$ cat config.mk
export PLATFORM = sky130hd
export DESIGN_NAME = length_checked_crc_receiver
export DESIGN_NICKNAME = d
export VERILOG_FILES = /design/src/rtl/core/lcrc_pkg.sv /design/src/rtl/core/lcrc_crc_byte.sv /design/src/rtl/core/lcrc_ctrl.sv /design/src/rtl/core/length_checked_crc_receiver.sv
export SDC_FILE = /design/constraint.sdc
export NUM_CORES = 1
export LEC_CHECK = 0
export BUFFER_PORTS_ARGS = -buffer_cell sky130_fd_sc_hd__buf_2
export CORE_MARGIN = 2
export CORE_UTILIZATION = 45
export DETAILED_ROUTE_END_ITERATION = 8
export GPL_TIMING_DRIVEN = 0
export PLACE_DENSITY = 0.65
export RECOVER_POWER = 25
export SKIP_CTS_REPAIR_TIMING = 1
export SYNTH_ARGS = -nofsm -noshare
export SYNTH_HDL_FRONTEND = slang
export SYNTH_SLANG_ARGS = --single-unit
export TNS_END_PERCENT = 20
$ cat constraint.sdc
create_clock -name aclk -period 10.2 [get_ports aclk]
set_input_delay 1.53 -clock aclk [delete_from_list [all_inputs] [get_ports aclk]]
set_output_delay 1.53 -clock aclk [all_outputs]
set_load 0.005 [all_outputs]
$ cat src/rtl/core/lcrc_pkg.sv
`timescale 1ns / 1ps
// ----------------------------------------------------------------------------
// lcrc_pkg
// Shared types and constants for the length-checked CRC receiver.
// ----------------------------------------------------------------------------
package lcrc_pkg;

    // Operation codes carried by each input transaction
    typedef enum logic [2:0] {
        OP_ARM    = 3'd0,
        OP_BEGIN  = 3'd1,
        OP_DATA   = 3'd2,
        OP_CLOSE  = 3'd3,
        OP_BREAK  = 3'd4,
        OP_CHECK  = 3'd5,
        OP_RESET  = 3'd6
    } op_t;

    // Verdict codes returned with each result
    typedef enum logic [2:0] {
        V_OK     = 3'd0,
        V_SMALL  = 3'd1,
        V_EMPTY  = 3'd2,
        V_OVER   = 3'd3,
        V_SHORT  = 3'd4,
        V_PHASE  = 3'd5,
        V_BROKEN = 3'd6
    } verdict_t;

    // Phase codes as reported on the result channel
    localparam logic [2:0] PC_IDLE  = 3'd0;
    localparam logic [2:0] PC_ARMED = 3'd1;
    localparam logic [2:0] PC_RECV  = 3'd2;
    localparam logic [2:0] PC_DONE  = 3'd3;
    localparam logic [2:0] PC_BROKE = 3'd4;

    // Internal phase state, one-hot
    typedef enum logic [4:0] {
        PH_IDLE  = 5'b00001,
        PH_ARMED = 5'b00010,
        PH_RECV  = 5'b00100,
        PH_DONE  = 5'b01000,
        PH_BROKE = 5'b10000
    } phase_t;

    localparam logic [31:0] CRC_POLY = 32'hEDB8_8320;

    // Result of one transaction, handed from the control logic to the output register
    typedef struct packed {
        verdict_t    verdict;
        logic [2:0]  phase_code;
        logic [31:0] count;
        logic [31:0] crc;
    } result_t;

    // One-hot phase to reported code
    function automatic logic [2:0] phase_code(input phase_t ph);
        logic [2:0] code;
        code = PC_IDLE;
        unique case (ph)
            PH_IDLE:  code = PC_IDLE;
            PH_ARMED: code = PC_ARMED;
            PH_RECV:  code = PC_RECV;
            PH_DONE:  code = PC_DONE;
            PH_BROKE: code = PC_BROKE;
            default:  code = PC_IDLE;
        endcase
        return code;
    endfunction

endpackage

$ cat src/rtl/core/lcrc_crc_byte.sv
`timescale 1ns / 1ps
// ----------------------------------------------------------------------------
// lcrc_crc_byte
// Byte-wide reflected CRC-32 update with pre and post inversion.
// ----------------------------------------------------------------------------
module lcrc_crc_byte (
    input  logic [31:0] crc_in,
    input  logic [7:0]  data_in,
    output logic [31:0] crc_out
);
    import lcrc_pkg::*;

    // Eight shift/xor steps, one per data bit, LSB first
    always_comb begin
        logic [31:0] c;
        c = ~crc_in ^ {24'd0, data_in};
        for (int k = 0; k < 8; k++) begin
            if (c[0]) begin
                c = (c >> 1) ^ CRC_POLY;
            end else begin
                c = c >> 1;
            end
        end
        crc_out = ~c;
    end

endmodule

$ cat src/rtl/core/lcrc_ctrl.sv
`timescale 1ns / 1ps
// ----------------------------------------------------------------------------
// lcrc_ctrl
// Transfer phase control, byte counter and CRC accumulator.
// ----------------------------------------------------------------------------
module lcrc_ctrl (
    input  logic                  aclk,
    input  logic                  aresetn,
    input  logic                  advance,
    input  logic [2:0]            op,
    input  logic [31:0]           declared_length,
    input  logic [7:0]            data_byte,
    input  logic [31:0]           capacity,
    output lcrc_pkg::result_t     result
);
    import lcrc_pkg::*;

    phase_t      phase_reg, phase_next;
    logic [31:0] decl_reg, decl_next;
    logic [31:0] count_reg, count_next;
    logic [31:0] crc_reg, crc_next;
    logic [31:0] crc_upd;
    verdict_t    verdict;

    lcrc_crc_byte u_crc (
        .crc_in  (crc_reg),
        .data_in (data_byte),
        .crc_out (crc_upd)
    );

    // Next state and verdict for the transaction in the input register
    always_comb begin
        phase_next = phase_reg;
        decl_next  = decl_reg;
        count_next = count_reg;
        crc_next   = crc_reg;
        verdict    = V_OK;
        case (op)
            OP_ARM: begin
                phase_next = PH_ARMED;
                decl_next  = '0;
                count_next = '0;
                crc_next   = '0;
            end
            OP_BEGIN: begin
                if (phase_reg == PH_BROKE) begin
                    verdict = V_BROKEN;
                end else if (phase_reg != PH_ARMED) begin
                    verdict = V_PHASE;
                end else if (declared_length == '0) begin
                    phase_next = PH_BROKE;
                    verdict    = V_EMPTY;
                end else if (declared_length > capacity) begin
                    phase_next = PH_BROKE;
                    verdict    = V_SMALL;
                end else begin
                    decl_next  = declared_length;
                    phase_next = PH_RECV;
                end
            end
            OP_DATA: begin
                if (phase_reg == PH_BROKE) begin
                    verdict = V_BROKEN;
                end else if (phase_reg != PH_RECV) begin
                    verdict = V_PHASE;
                end else if (count_reg == decl_reg) begin
                    // excess byte: not counted, not folded in
                    phase_next = PH_BROKE;
                    verdict    = V_OVER;
                end else begin
                    crc_next   = crc_upd;
                    count_next = count_reg + 32'd1;
                end
            end
            OP_CLOSE: begin
                if (phase_reg == PH_BROKE) begin
                    verdict = V_BROKEN;
                end else if (phase_reg != PH_RECV) begin
                    verdict = V_PHASE;
                end else if (count_reg != decl_reg) begin
                    phase_next = PH_BROKE;
                    verdict    = V_SHORT;
                end else begin
                    phase_next = PH_DONE;
                end
            end
            OP_BREAK: begin
                phase_next = PH_BROKE;
            end
            OP_CHECK: begin
                if (phase_reg == PH_BROKE) begin
                    verdict = V_BROKEN;
                end else if (phase_reg != PH_DONE) begin
                    verdict = V_PHASE;
                end
            end
            OP_RESET: begin
                phase_next = PH_IDLE;
                decl_next  = '0;
                count_next = '0;
                crc_next   = '0;
            end
            default: begin
                verdict = V_PHASE;
            end
        endcase
    end

    // Result reflects the state after this transaction
    assign result.verdict    = verdict;
    assign result.phase_code = phase_code(phase_next);
    assign result.count      = count_next;
    assign result.crc        = crc_next;

    // State update when the transaction moves to the output register
    always_ff @(posedge aclk) begin
        if (!aresetn) begin
            phase_reg <= PH_IDLE;
            decl_reg  <= '0;
            count_reg <= '0;
            crc_reg   <= '0;
        end else if (advance) begin
            phase_reg <= phase_next;
            decl_reg  <= decl_next;
            count_reg <= count_next;
            crc_reg   <= crc_next;
        end
    end

endmodule

$ cat src/rtl/core/length_checked_crc_receiver.sv
`timescale 1ns / 1ps
// ----------------------------------------------------------------------------
// length_checked_crc_receiver
// Length-checked transfer receiver with running CRC-32.
// ----------------------------------------------------------------------------
// Throughput is one transaction per clock cycle while m_ready holds; a transaction
// passes through an input register, then the result register, before its result
// appears on m_valid. The byte-wide CRC-32 update and the counter compare
// sit between those two registers, so the state is updated once per advancing
// transaction and the next transaction sees it immediately. Each input
// transaction gives exactly one result. The capacity register is written through
// cfg_we / cfg_wdata and should only be changed while no transaction is in flight.
module length_checked_crc_receiver (
    input  logic        aclk,
    input  logic        aresetn,
    // configuration
    input  logic        cfg_we,
    input  logic [31:0] cfg_wdata,
    // input channel
    input  logic        s_valid,
    output logic        s_ready,
    input  logic [2:0]  s_op,
    input  logic [31:0] s_declared_length,
    input  logic [7:0]  s_data_byte,
    // result channel
    output logic        m_valid,
    input  logic        m_ready,
    output logic [2:0]  m_verdict,
    output logic [2:0]  m_phase_now,
    output logic [31:0] m_received_count,
    output logic [31:0] m_running_crc
);
    import lcrc_pkg::*;

    logic        cap_we;
    logic [31:0] capacity_reg;

    logic        in_valid_reg;
    logic [2:0]  op_reg;
    logic [31:0] decl_reg;
    logic [7:0]  byte_reg;

    logic        out_valid_reg;
    result_t     out_reg;
    result_t     result;
    logic        advance;

    assign cap_we = cfg_we;

    // Capacity register
    always_ff @(posedge aclk) begin
        if (!aresetn) begin
            capacity_reg <= '0;
        end else if (cap_we) begin
            capacity_reg <= cfg_wdata;
        end
    end

    // Handshake: the input register empties whenever the output register can take a result
    assign advance = in_valid_reg && (!out_valid_reg || m_ready);
    assign s_ready = !in_valid_reg || advance;

    // Input register
    always_ff @(posedge aclk) begin
        if (!aresetn) begin
            in_valid_reg <= 1'b0;
        end else if (s_ready) begin
            in_valid_reg <= s_valid;
        end
    end

    always_ff @(posedge aclk) begin
        if (s_valid && s_ready) begin
            op_reg   <= s_op;
            decl_reg <= s_declared_length;
            byte_reg <= s_data_byte;
        end
    end

    lcrc_ctrl u_ctrl (
        .aclk            (aclk),
        .aresetn         (aresetn),
        .advance         (advance),
        .op              (op_reg),
        .declared_length (decl_reg),
        .data_byte       (byte_reg),
        .capacity        (capacity_reg),
        .result          (result)
    );

    // Result register
    always_ff @(posedge aclk) begin
        if (!aresetn) begin
            out_valid_reg <= 1'b0;
        end else if (advance) begin
            out_valid_reg <= 1'b1;
        end else if (m_ready) begin
            out_valid_reg <= 1'b0;
        end
    end

    always_ff @(posedge aclk) begin
        if (advance) begin
            out_reg <= result;
        end
    end

    assign m_valid          = out_valid_reg;
    assign m_verdict        = out_reg.verdict;
    assign m_phase_now      = out_reg.phase_code;
    assign m_received_count = out_reg.count;
    assign m_running_crc    = out_reg.crc;

    // A transaction leaving the input register always lands in the result register
    a_advance_fills: assert property (@(posedge aclk) disable iff (!aresetn)
        advance |=> m_valid)
        else $error("result lost after advance");

    // Input register may only hold when the result side is stalled
    a_hold_only_on_stall: assert property (@(posedge aclk) disable iff (!aresetn)
        (in_valid_reg && !advance) |-> (m_valid && !m_ready))
        else $error("input register stalled without backpressure");

    // Failure verdicts that break the transfer must report the broken phase
    a_break_phase: assert property (@(posedge aclk) disable iff (!aresetn)
        (m_valid && (m_verdict == V_OVER || m_verdict == V_SHORT ||
                     m_verdict == V_EMPTY || m_verdict == V_SMALL))
        |-> (m_phase_now == PC_BROKE))
        else $error("breaking verdict without broken phase");

    // An arm transaction always yields ok, armed, zero count and zero CRC
    a_arm_clears: assert property (@(posedge aclk) disable iff (!aresetn)
        (advance && op_reg == OP_ARM) |=>
        (m_verdict == V_OK && m_phase_now == PC_ARMED &&
         m_received_count == 32'd0 && m_running_crc == 32'd0))
        else $error("arm did not clear state");

endmodule
==> results.py, run 1 <==
metrics = {
    "route": {
        "viasPerCell": 5.504,
        "drt-initial-drc-count": 692,
        "drc_errors": 0,
        "drtPass1Iterations": 7,
        "via_count": 9787,
        "wl_per_cell_um": 18.43,
        "drt.antenna.violating_nets": 0,
        "drt-total-wl_mm": 32.77,
    },
    "global_route": {
        "grt_pass1_vias": 9420,
        "grt_use_total_pct": 23.04,
        "antenna_found_initial": 0,
        "grt_first_pass_wirelength_mm": 51.76,
        "grt_max_degree": 44,
        "overflow": 0,
    },
    "placement": {
        "place_congestion": 0.8952,
        "place_hpwl_mm": 24.15,
        "place.port_buffers": 150,
        "dp_slack_ns": 5.801,
    },
    "setup_path": {
        "worstSetupEndpointType": "flop",
        "crit_type": "in2reg",
        "cp_max_fo": 43,
        "worstPathRequired_ns": 10.42,
        "worstSetupStartpoint": "m_ready",
        "startpoint_type": "input port",
        "timing.rr.start": "u_ctrl.count_reg[11]",
        "worst_ep_arrival_time_ns": 4.02,
    },
    "cts": {
        "cts_tree": "built",
        "root_buffer": "clkbuf_16",
        "cts_sinks": 248,
        "clock_path_buffers": 3,
        "htreeDepth": 1,
        "clkTransAtPathRegs_ns": 0.06,
        "worstSkewPairLatency_ns": 0.54,
        "cts_made_buffers": 27,
    },
    "synth": {
        "ys_ff_latch": 248,
        "avgSynthCellArea_um2": 9.825,
        "synth.area.top_cells": "edfxtp_1, dfxtp_1, mux2i_1",
        "yosysWarnings": 0,
        "syn_area_um2": 12140,
        "yosysSeqAreaShare_pct": 50.20,
        "syn_inst": 1236,
        "ys_async_sr_fraction_pct": 0,
        "synth_top_area_share_pct": 27.94,
        "synthFlopType": "dfxtp_1",
        "synth_cell_types": 66,
        "synth_edf_count": 113,
        "synth_top_area_cell": "edfxtp_1",
        "syn_nets": 1349,
    },
    "sta": {
        "fin_crit_sh_pct": 37.25,
        "worst_pin_slew_ns": 2.047,
        "finalSetupViolations": 0,
        "max_slew_margin_pct": -36.46,
        "rsz0062_at_grt": "no",
        "period_minus_slack_ns": 3.800,
        "setup_ws_ns": 6.400,
        "fmax_mhz": 263.2,
        "tns_ns": 0,
        "maxSlewViolCount": 36,
        "final_hold_viol_count": 0,
        "skew_ns": 0.01645,
    },
    "status": {
        "status": "finished with violations",
        "violations": "max-capacitance violations, max-slew violations",
    },
    "power_and_ir_drop": {
        "cellLeakagePower_nw": 5.450,
        "ir_drop_mv": 0.1435,
        "power_density_nw_per_um2": 171.7,
    },
    "cells_and_area": {
        "fillers": 2497,
        "antenna_cells": 0,
        "syn_to_final_growth_pct": 17.02,
        "nets": 1530,
        "layout_common_cells": "buf_2, nor2_1, dfxtp_1, edfxtp_1, nand3_1",
        "final_common_cell": "buf_2",
        "drive_above_1_share_pct": 15.52,
    },
    "floorplan": {
        "die_h_um": 168.3,
        "dieArea_um2": 28320,
        "core.rowCount": 60,
        "pin_count": 152,
        "initial_core_util_pct": 45.44,
        "core-area_um2": 26730,
        "die_w_um": 168.3,
    },
    "min_path": {
        "min_from": "u_ctrl.decl_reg[31]",
        "hold_path_class": "reg2reg",
    },
    "flow_run": {
        "drv_cap": 1,
    },
}
-- routing by layer --
metal	wire [µm]	part of all wire (%)	vias up	global-route usage, %
li1	-	-	4750	-
met1	14640	45	4657	31.33
met2	15480	47	316	38.56
met3	1633	5.0	64	2.703
met4	1022	3.1	0	7.309
met5	0	0	-	0
-- worst paths after layout --
check	end	slack (ns)	cells after the start
worst max-delay path	m_received_count[8]	6.40	8
worst min-delay path	u_ctrl.decl_reg[31]	0.47	2
worst max register to register	u_ctrl.crc_reg[9]	6.71	12
worst min register to register	u_ctrl.decl_reg[31]	0.47	2
-- layout make-up --
cell class	count	area, µm²	area share, %
inverter	47	176.4	1.241
sequential	248	6096	42.89
tap	341	426.7	3.002
multi-input combinational	858	5537	38.96
buffer	83	336.6	2.368
clock inverter	13	141.4	0.9949
timing repair buffer	152	768.2	5.406
clock buffer	36	729.5	5.133
-- power by group --
part | total [mW] | internal [mW] | switching, mW
Clock | 0.974 | 0.575 | 0.399
Sequential | 1.12 | 1.09 | 0.0325
Combinational | 0.343 | 0.139 | 0.204
-- cell usage after synthesis (10+ instances only) --
library cell	count
a21oi_1	27
buf_1	11
buf_2	10
clkbuf_1	59
dfxtp_1	135
edfxtp_1	113
ha_1	33
inv_1	47
mux2i_1	74
nand2_1	95
nand3_1	100
nand4_1	18
nor2_1	136
nor3_1	52
nor4_1	22
o21ai_0	51
o21ai_1	17
or3_1	10
xnor2_1	55
xor2_1	42
-- cell families (layout without fill, tap and decap cells) --
family	after synthesis	in the layout	synth area share, %
flip-flops	248	248	50.20
multiplexers	75	75	6.192
AO/OA/AOI/OAI	167	167	8.768
XOR/XNOR	105	105	8.345
adder cells (fa/ha/maj)	33	33	3.400
buffers and inverters	130	331	4.214
AND/OR/NAND/NOR	478	478	18.89
-- critical path, cell delays in order --
cell,delay [ns]
buf_2,0.08
nor2b_1,0.06
nand2b_1,0.14
clkbuf_1,0.29
inv_1,0.19
clkbuf_1,0.56
buf_2,0.81
buf_12,0.32
-- metrics by stage --
step           hold WS, ns  area, µm²  util, %  total power [mW]  std cells
2_1_floorplan       0.4465      12140        -             1.375       1236
3_3_place_gp        0.4565      13320    49.85             1.477       1727
3_5_place_dp        0.4620      13360    50.00             1.484       1729
4_1_cts             0.4737      14230    53.26             2.452       1778
5_1_grt             0.4899      14210    53.17             2.531       1778
6_report            0.4692      14210    53.17             2.440       1778
Power figures use the tool's default switching activity.
==> run 2, diff against run 1 <==
clock period = 3.7 ns   (was 10.2 ns; I/O delays follow)
==> results.py, run 2 (synthesis gave the netlist of run 1 again) <==
metrics = {
    "global_route": {
        "overflow": 0,
        "grt_first_pass_wirelength_mm": 50.76,
        "antenna_found_initial": 0,
        "grt_pass1_vias": 9257,
        "grt_use_total_pct": 22.60,
        "grt_max_degree": 49,
    },
    "power_and_ir_drop": {
        "ir_drop_mv": 0.3658,
        "swShare_pct": 25.76,
        "power_frac_clock_pct": 39.5,
        "cellLeakagePower_nw": 5.444,
        "switching_power_mw": 1.720,
        "comb_power_share_pct": 14.1,
        "fin_total_pwr_mw": 6.677,
        "p_int_mw": 4.957,
        "power_density_nw_per_um2": 469.7,
        "p_seq_share_pct": 46.3,
    },
    "cts": {
        "cts_tree": "built",
        "cts_made_buffers": 27,
        "cts_sinks": 248,
        "clkTransAtPathRegs_ns": 0.06,
        "clock_path_buffers": 3,
        "worstSkewPairLatency_ns": 0.54,
        "root_buffer": "clkbuf_16",
        "htreeDepth": 1,
    },
    "setup_path": {
        "worstPathRequired_ns": 4.15,
        "crit_type": "reg2reg",
        "cp_max_fo": 10,
        "worstSetupEndpointType": "flop",
        "startpoint_type": "flop",
        "worst_ep_arrival_time_ns": 3.79,
    },
    "sta": {
        "finalSetupViolations": 0,
        "maxSlewViolCount": 36,
        "max_slew_margin_pct": -34.93,
        "fin_crit_sh_pct": 90.30,
        "final_hold_viol_count": 0,
        "period_minus_slack_ns": 3.341,
        "fmax_mhz": 299.3,
        "setup_ws_ns": 0.3588,
        "worst_pin_slew_ns": 2.024,
        "rsz0062_at_grt": "no",
        "skew_ns": 0.01492,
    },
    "route": {
        "drt.antenna.violating_nets": 0,
        "via_count": 9667,
        "drtPass1Iterations": 7,
        "drc_errors": 0,
        "viasPerCell": 5.437,
        "drt-total-wl_mm": 32.39,
        "wl_per_cell_um": 18.22,
        "drt-initial-drc-count": 784,
    },
    "placement": {
        "place_congestion": 0.8952,
        "place.port_buffers": 150,
        "place_hpwl_mm": 23.98,
        "dp_slack_ns": 0.2765,
    },
    "floorplan": {
        "die_h_um": 168.3,
        "core-area_um2": 26730,
        "dieArea_um2": 28320,
        "die_w_um": 168.3,
        "pin_count": 152,
        "initial_core_util_pct": 45.44,
        "core.rowCount": 60,
    },
    "cells_and_area": {
        "drive_above_1_share_pct": 15.66,
        "final_util_pct": 53.19,
        "syn_to_final_growth_pct": 17.05,
        "layout_common_cells": "buf_2, nor2_1, dfxtp_1, edfxtp_1, nand3_1",
        "final_common_cell": "buf_2",
        "antenna_cells": 0,
        "nets": 1530,
    },
    "status": {
        "status": "finished with violations",
        "violations": "max-capacitance violations, max-slew violations",
    },
    "flow_run": {
        "drv_cap": 1,
    },
    "min_path": {
        "hold_path_class": "in2reg",
    },
}
==> run 2: changes by cell type in the layout (fill, tap and decap cells not counted), sizes merged <==
cell      change
clkinv        -1
buf           +2
clkinvlp      +1
clkbuf        -2
==> run 2: cell type report <==
cell class / count / area, µm²
flip-flops and latches: 248 / 6096
multi-input cells: 858 / 5543
well taps: 341 / 426.7
inverters: 47 / 176.4
fillers: 2457 / 12510
clock inverters: 13 / 143.9
repair buffers: 152 / 770.7
plain buffers: 83 / 339.1
clock buffers: 36 / 719.4
==> run 2: through the flow <==
stage	TNS, ns	instances	cell area (µm²)	hold slack, ns
floorplan	0	1236	12150	0.4465
global placement	-102.94	1727	13330	0.4568
detailed placement	0	1729	13370	0.4609
CTS	0	1778	14230	0.1717
global route	0	1778	14210	0.1661
finish	0	1778	14210	0.1955
==> run 2: per-layer routing <==
layer	routed length (µm)	vias up	track usage [%]
met3	1883	50	3.385
met4	770	0	7.046
met1	14520	4570	30.74
met5	0	-	0
li1	-	4757	-
met2	15210	290	37.32
==> run 2: final timing paths <==
| path | depth (start not counted) | end | start | slack (ns) |
|---|---|---|---|---|
| min | 1 | decl_reg[30] | s_declared_length[30] | 0.20 |
| max | 10 | u_ctrl.decl_reg[16] | decl_reg[27] | 0.36 |
| min reg2reg | 2 | u_ctrl.decl_reg[4] | u_ctrl.decl_reg[4] | 0.47 |
| max reg2reg | 10 | u_ctrl.decl_reg[16] | decl_reg[27] | 0.36 |
==> run 2: worst max-delay path, stage by stage (launching register included) <==
cell      delay [ns]
edfxtp_1        0.44
ha_1            0.35
nand4_1         0.25
nor4_2          0.46
nor4b_1         0.28
a31oi_1         0.16
nor3_1          0.20
a31oi_1         0.12
nor2_1          0.39
buf_2           0.38
mux2i_1         0.22
==> run 2: power groups by stage <==
| stage | logic, mW | registers [mW] | clock network (mW) |
|---|---|---|---|
| after floorplan | 0.660 | 3.13 | 0 |
| after global placement | 0.923 | 3.15 | 0 |
| after detailed placement | 0.941 | 3.15 | 0 |
| after CTS | 0.948 | 3.09 | 2.70 |
| after global routing | 1.05 | 3.11 | 2.81 |
| final | 0.943 | 3.09 | 2.64 |
==> run 3, diff against run 2 <==
RECOVER_POWER = not set   (was 25)
==> results.py, run 3 (synthesis gave the netlist of run 1 again) <==
metrics = {
    "status": {
        "status": "complete, no violations",
    },
    "route": {
        "via_count": 9668,
        "viasPerCell": 5.438,
        "drtPass1Iterations": 5,
        "drt.antenna.violating_nets": 0,
        "wl_per_cell_um": 18.25,
        "drc_errors": 0,
        "drt-total-wl_mm": 32.44,
        "drt-initial-drc-count": 808,
    },
    "power_and_ir_drop": {
        "ir_drop_mv": 0.3652,
        "power_density_nw_per_um2": 469.1,
        "fin_total_pwr_mw": 6.678,
        "cellLeakagePower_nw": 5.463,
    },
    "setup_path": {
        "critical-path-top-delay-family": "simple AND/OR/NAND/NOR gates",
        "crit_chain": "ha_1 > nand4_1 > nor4_2 > nor4b_1 > a31oi_1 > nor3_1 > a31oi_1 > nor2_1 > buf_2 > mux2i_1",
        "crit_type": "reg2reg",
        "worstPathRequired_ns": 4.15,
        "critPathBufInv": 1,
        "critPathMaxStageDelay_ns": 0.45,
        "cpMostUsedCell": "a31oi_1",
        "cp_max_fo": 10,
        "worst_ep_arrival_time_ns": 3.79,
        "worstSetupEndpointType": "flop",
        "crit_slowest_cell": "nor4_2",
        "startpoint_type": "flop",
    },
    "cells_and_area": {
        "final_util_pct": 53.27,
        "finalNonFillerCells": 1778,
        "drive_above_1_share_pct": 16.01,
        "nets": 1530,
        "final_common_cell": "buf_2",
        "antenna_cells": 0,
        "syn_to_final_growth_pct": 17.23,
        "layout_common_cells": "buf_2, nor2_1, dfxtp_1, edfxtp_1, nand3_1",
    },
    "sta": {
        "maxSlewViolCount": 0,
        "fin_crit_sh_pct": 90.45,
        "tns_ns": 0,
        "period_minus_slack_ns": 3.347,
        "skew_ns": 0.01718,
        "finalSetupViolations": 0,
        "max_slew_margin_pct": 31.64,
        "final_hold_viol_count": 0,
        "timing.hold.ws_ns": 0.1954,
        "fmax_mhz": 298.8,
        "worst_pin_slew_ns": 1.025,
        "rsz0062_at_grt": "no",
    },
    "cts": {
        "clock_path_buffers": 3,
        "root_buffer": "clkbuf_16",
        "cts_tree": "built",
        "cts_made_buffers": 27,
        "cts_sinks": 248,
        "clkTransAtPathRegs_ns": 0.06,
        "htreeDepth": 1,
        "worstSkewPairLatency_ns": 0.54,
    },
    "global_route": {
        "grt_first_pass_wirelength_mm": 50.76,
        "grt_use_total_pct": 22.60,
        "antenna_found_initial": 0,
        "grt_max_degree": 49,
        "overflow": 0,
        "grt_pass1_vias": 9257,
    },
    "floorplan": {
        "die_w_um": 168.3,
        "pin_count": 152,
        "dieArea_um2": 28320,
        "core-area_um2": 26730,
        "initial_core_util_pct": 45.44,
        "die_h_um": 168.3,
        "core.rowCount": 60,
    },
    "placement": {
        "dp_cells": 1729,
        "place_congestion": 0.8952,
        "place_hpwl_mm": 23.98,
        "place.port_buffers": 150,
    },
    "min_path": {
        "hold_path_class": "in2reg",
    },
    "flow_run": {
        "drv_cap": 0,
    },
}
[run 3: final cells by class]
| cell class | instances | area [µm²] |
|---|---|---|
| fill | 2450 | 12490 |
| sequential | 248 | 6096 |
| multi-input combinational | 858 | 5544 |
| timing repair buffer | 152 | 790.8 |
| clock buffer | 36 | 719.4 |
| tap | 341 | 426.7 |
| buffer | 83 | 339.1 |
| inverter | 47 | 176.4 |
| clock inverter | 13 | 143.9 |
[run 3: final timing paths]
| check | startpoint | to | slack (ns) | cells past startpoint |
|---|---|---|---|---|
| max | decl_reg[27] | u_ctrl.decl_reg[16] | 0.35 | 10 |
| min | s_declared_length[30] | decl_reg[30] | 0.20 | 1 |
| max reg2reg | decl_reg[27] | u_ctrl.decl_reg[16] | 0.35 | 10 |
| min reg2reg | u_ctrl.decl_reg[4] | u_ctrl.decl_reg[4] | 0.47 | 2 |
[run 3: power breakdown]
| part | internal [mW] | switching [mW] | total, mW | leakage, nW |
|---|---|---|---|---|
| Sequential | 3.00 | 0.0897 | 3.09 | 2.17 |
| Combinational | 0.387 | 0.561 | 0.947 | 2.88 |
| Clock | 1.57 | 1.07 | 2.64 | 0.414 |
[run 3: per-stage QoR]
step                instance area, µm²  worst slack (ns)
floorplan                        12150           0.06516
global route                     14240           0.06838
finish                           14240            0.3534
CTS                              14230            0.2295
global placement                 13330            -1.387
detailed placement               13370            0.2765
[run 3: layer usage]
layer / wire length, µm / vias to the layer above / part of all wire [%] / GRT usage (%)
met4: 776 / 0 / 2.4 / 7.046
met5: 0 / - / 0 / 0
met3: 1786 / 50 / 5.5 / 3.385
met1: 14700 / 4558 / 45 / 30.74
li1: - / 4758 / - / -
met2: 15180 / 302 / 47 / 37.32
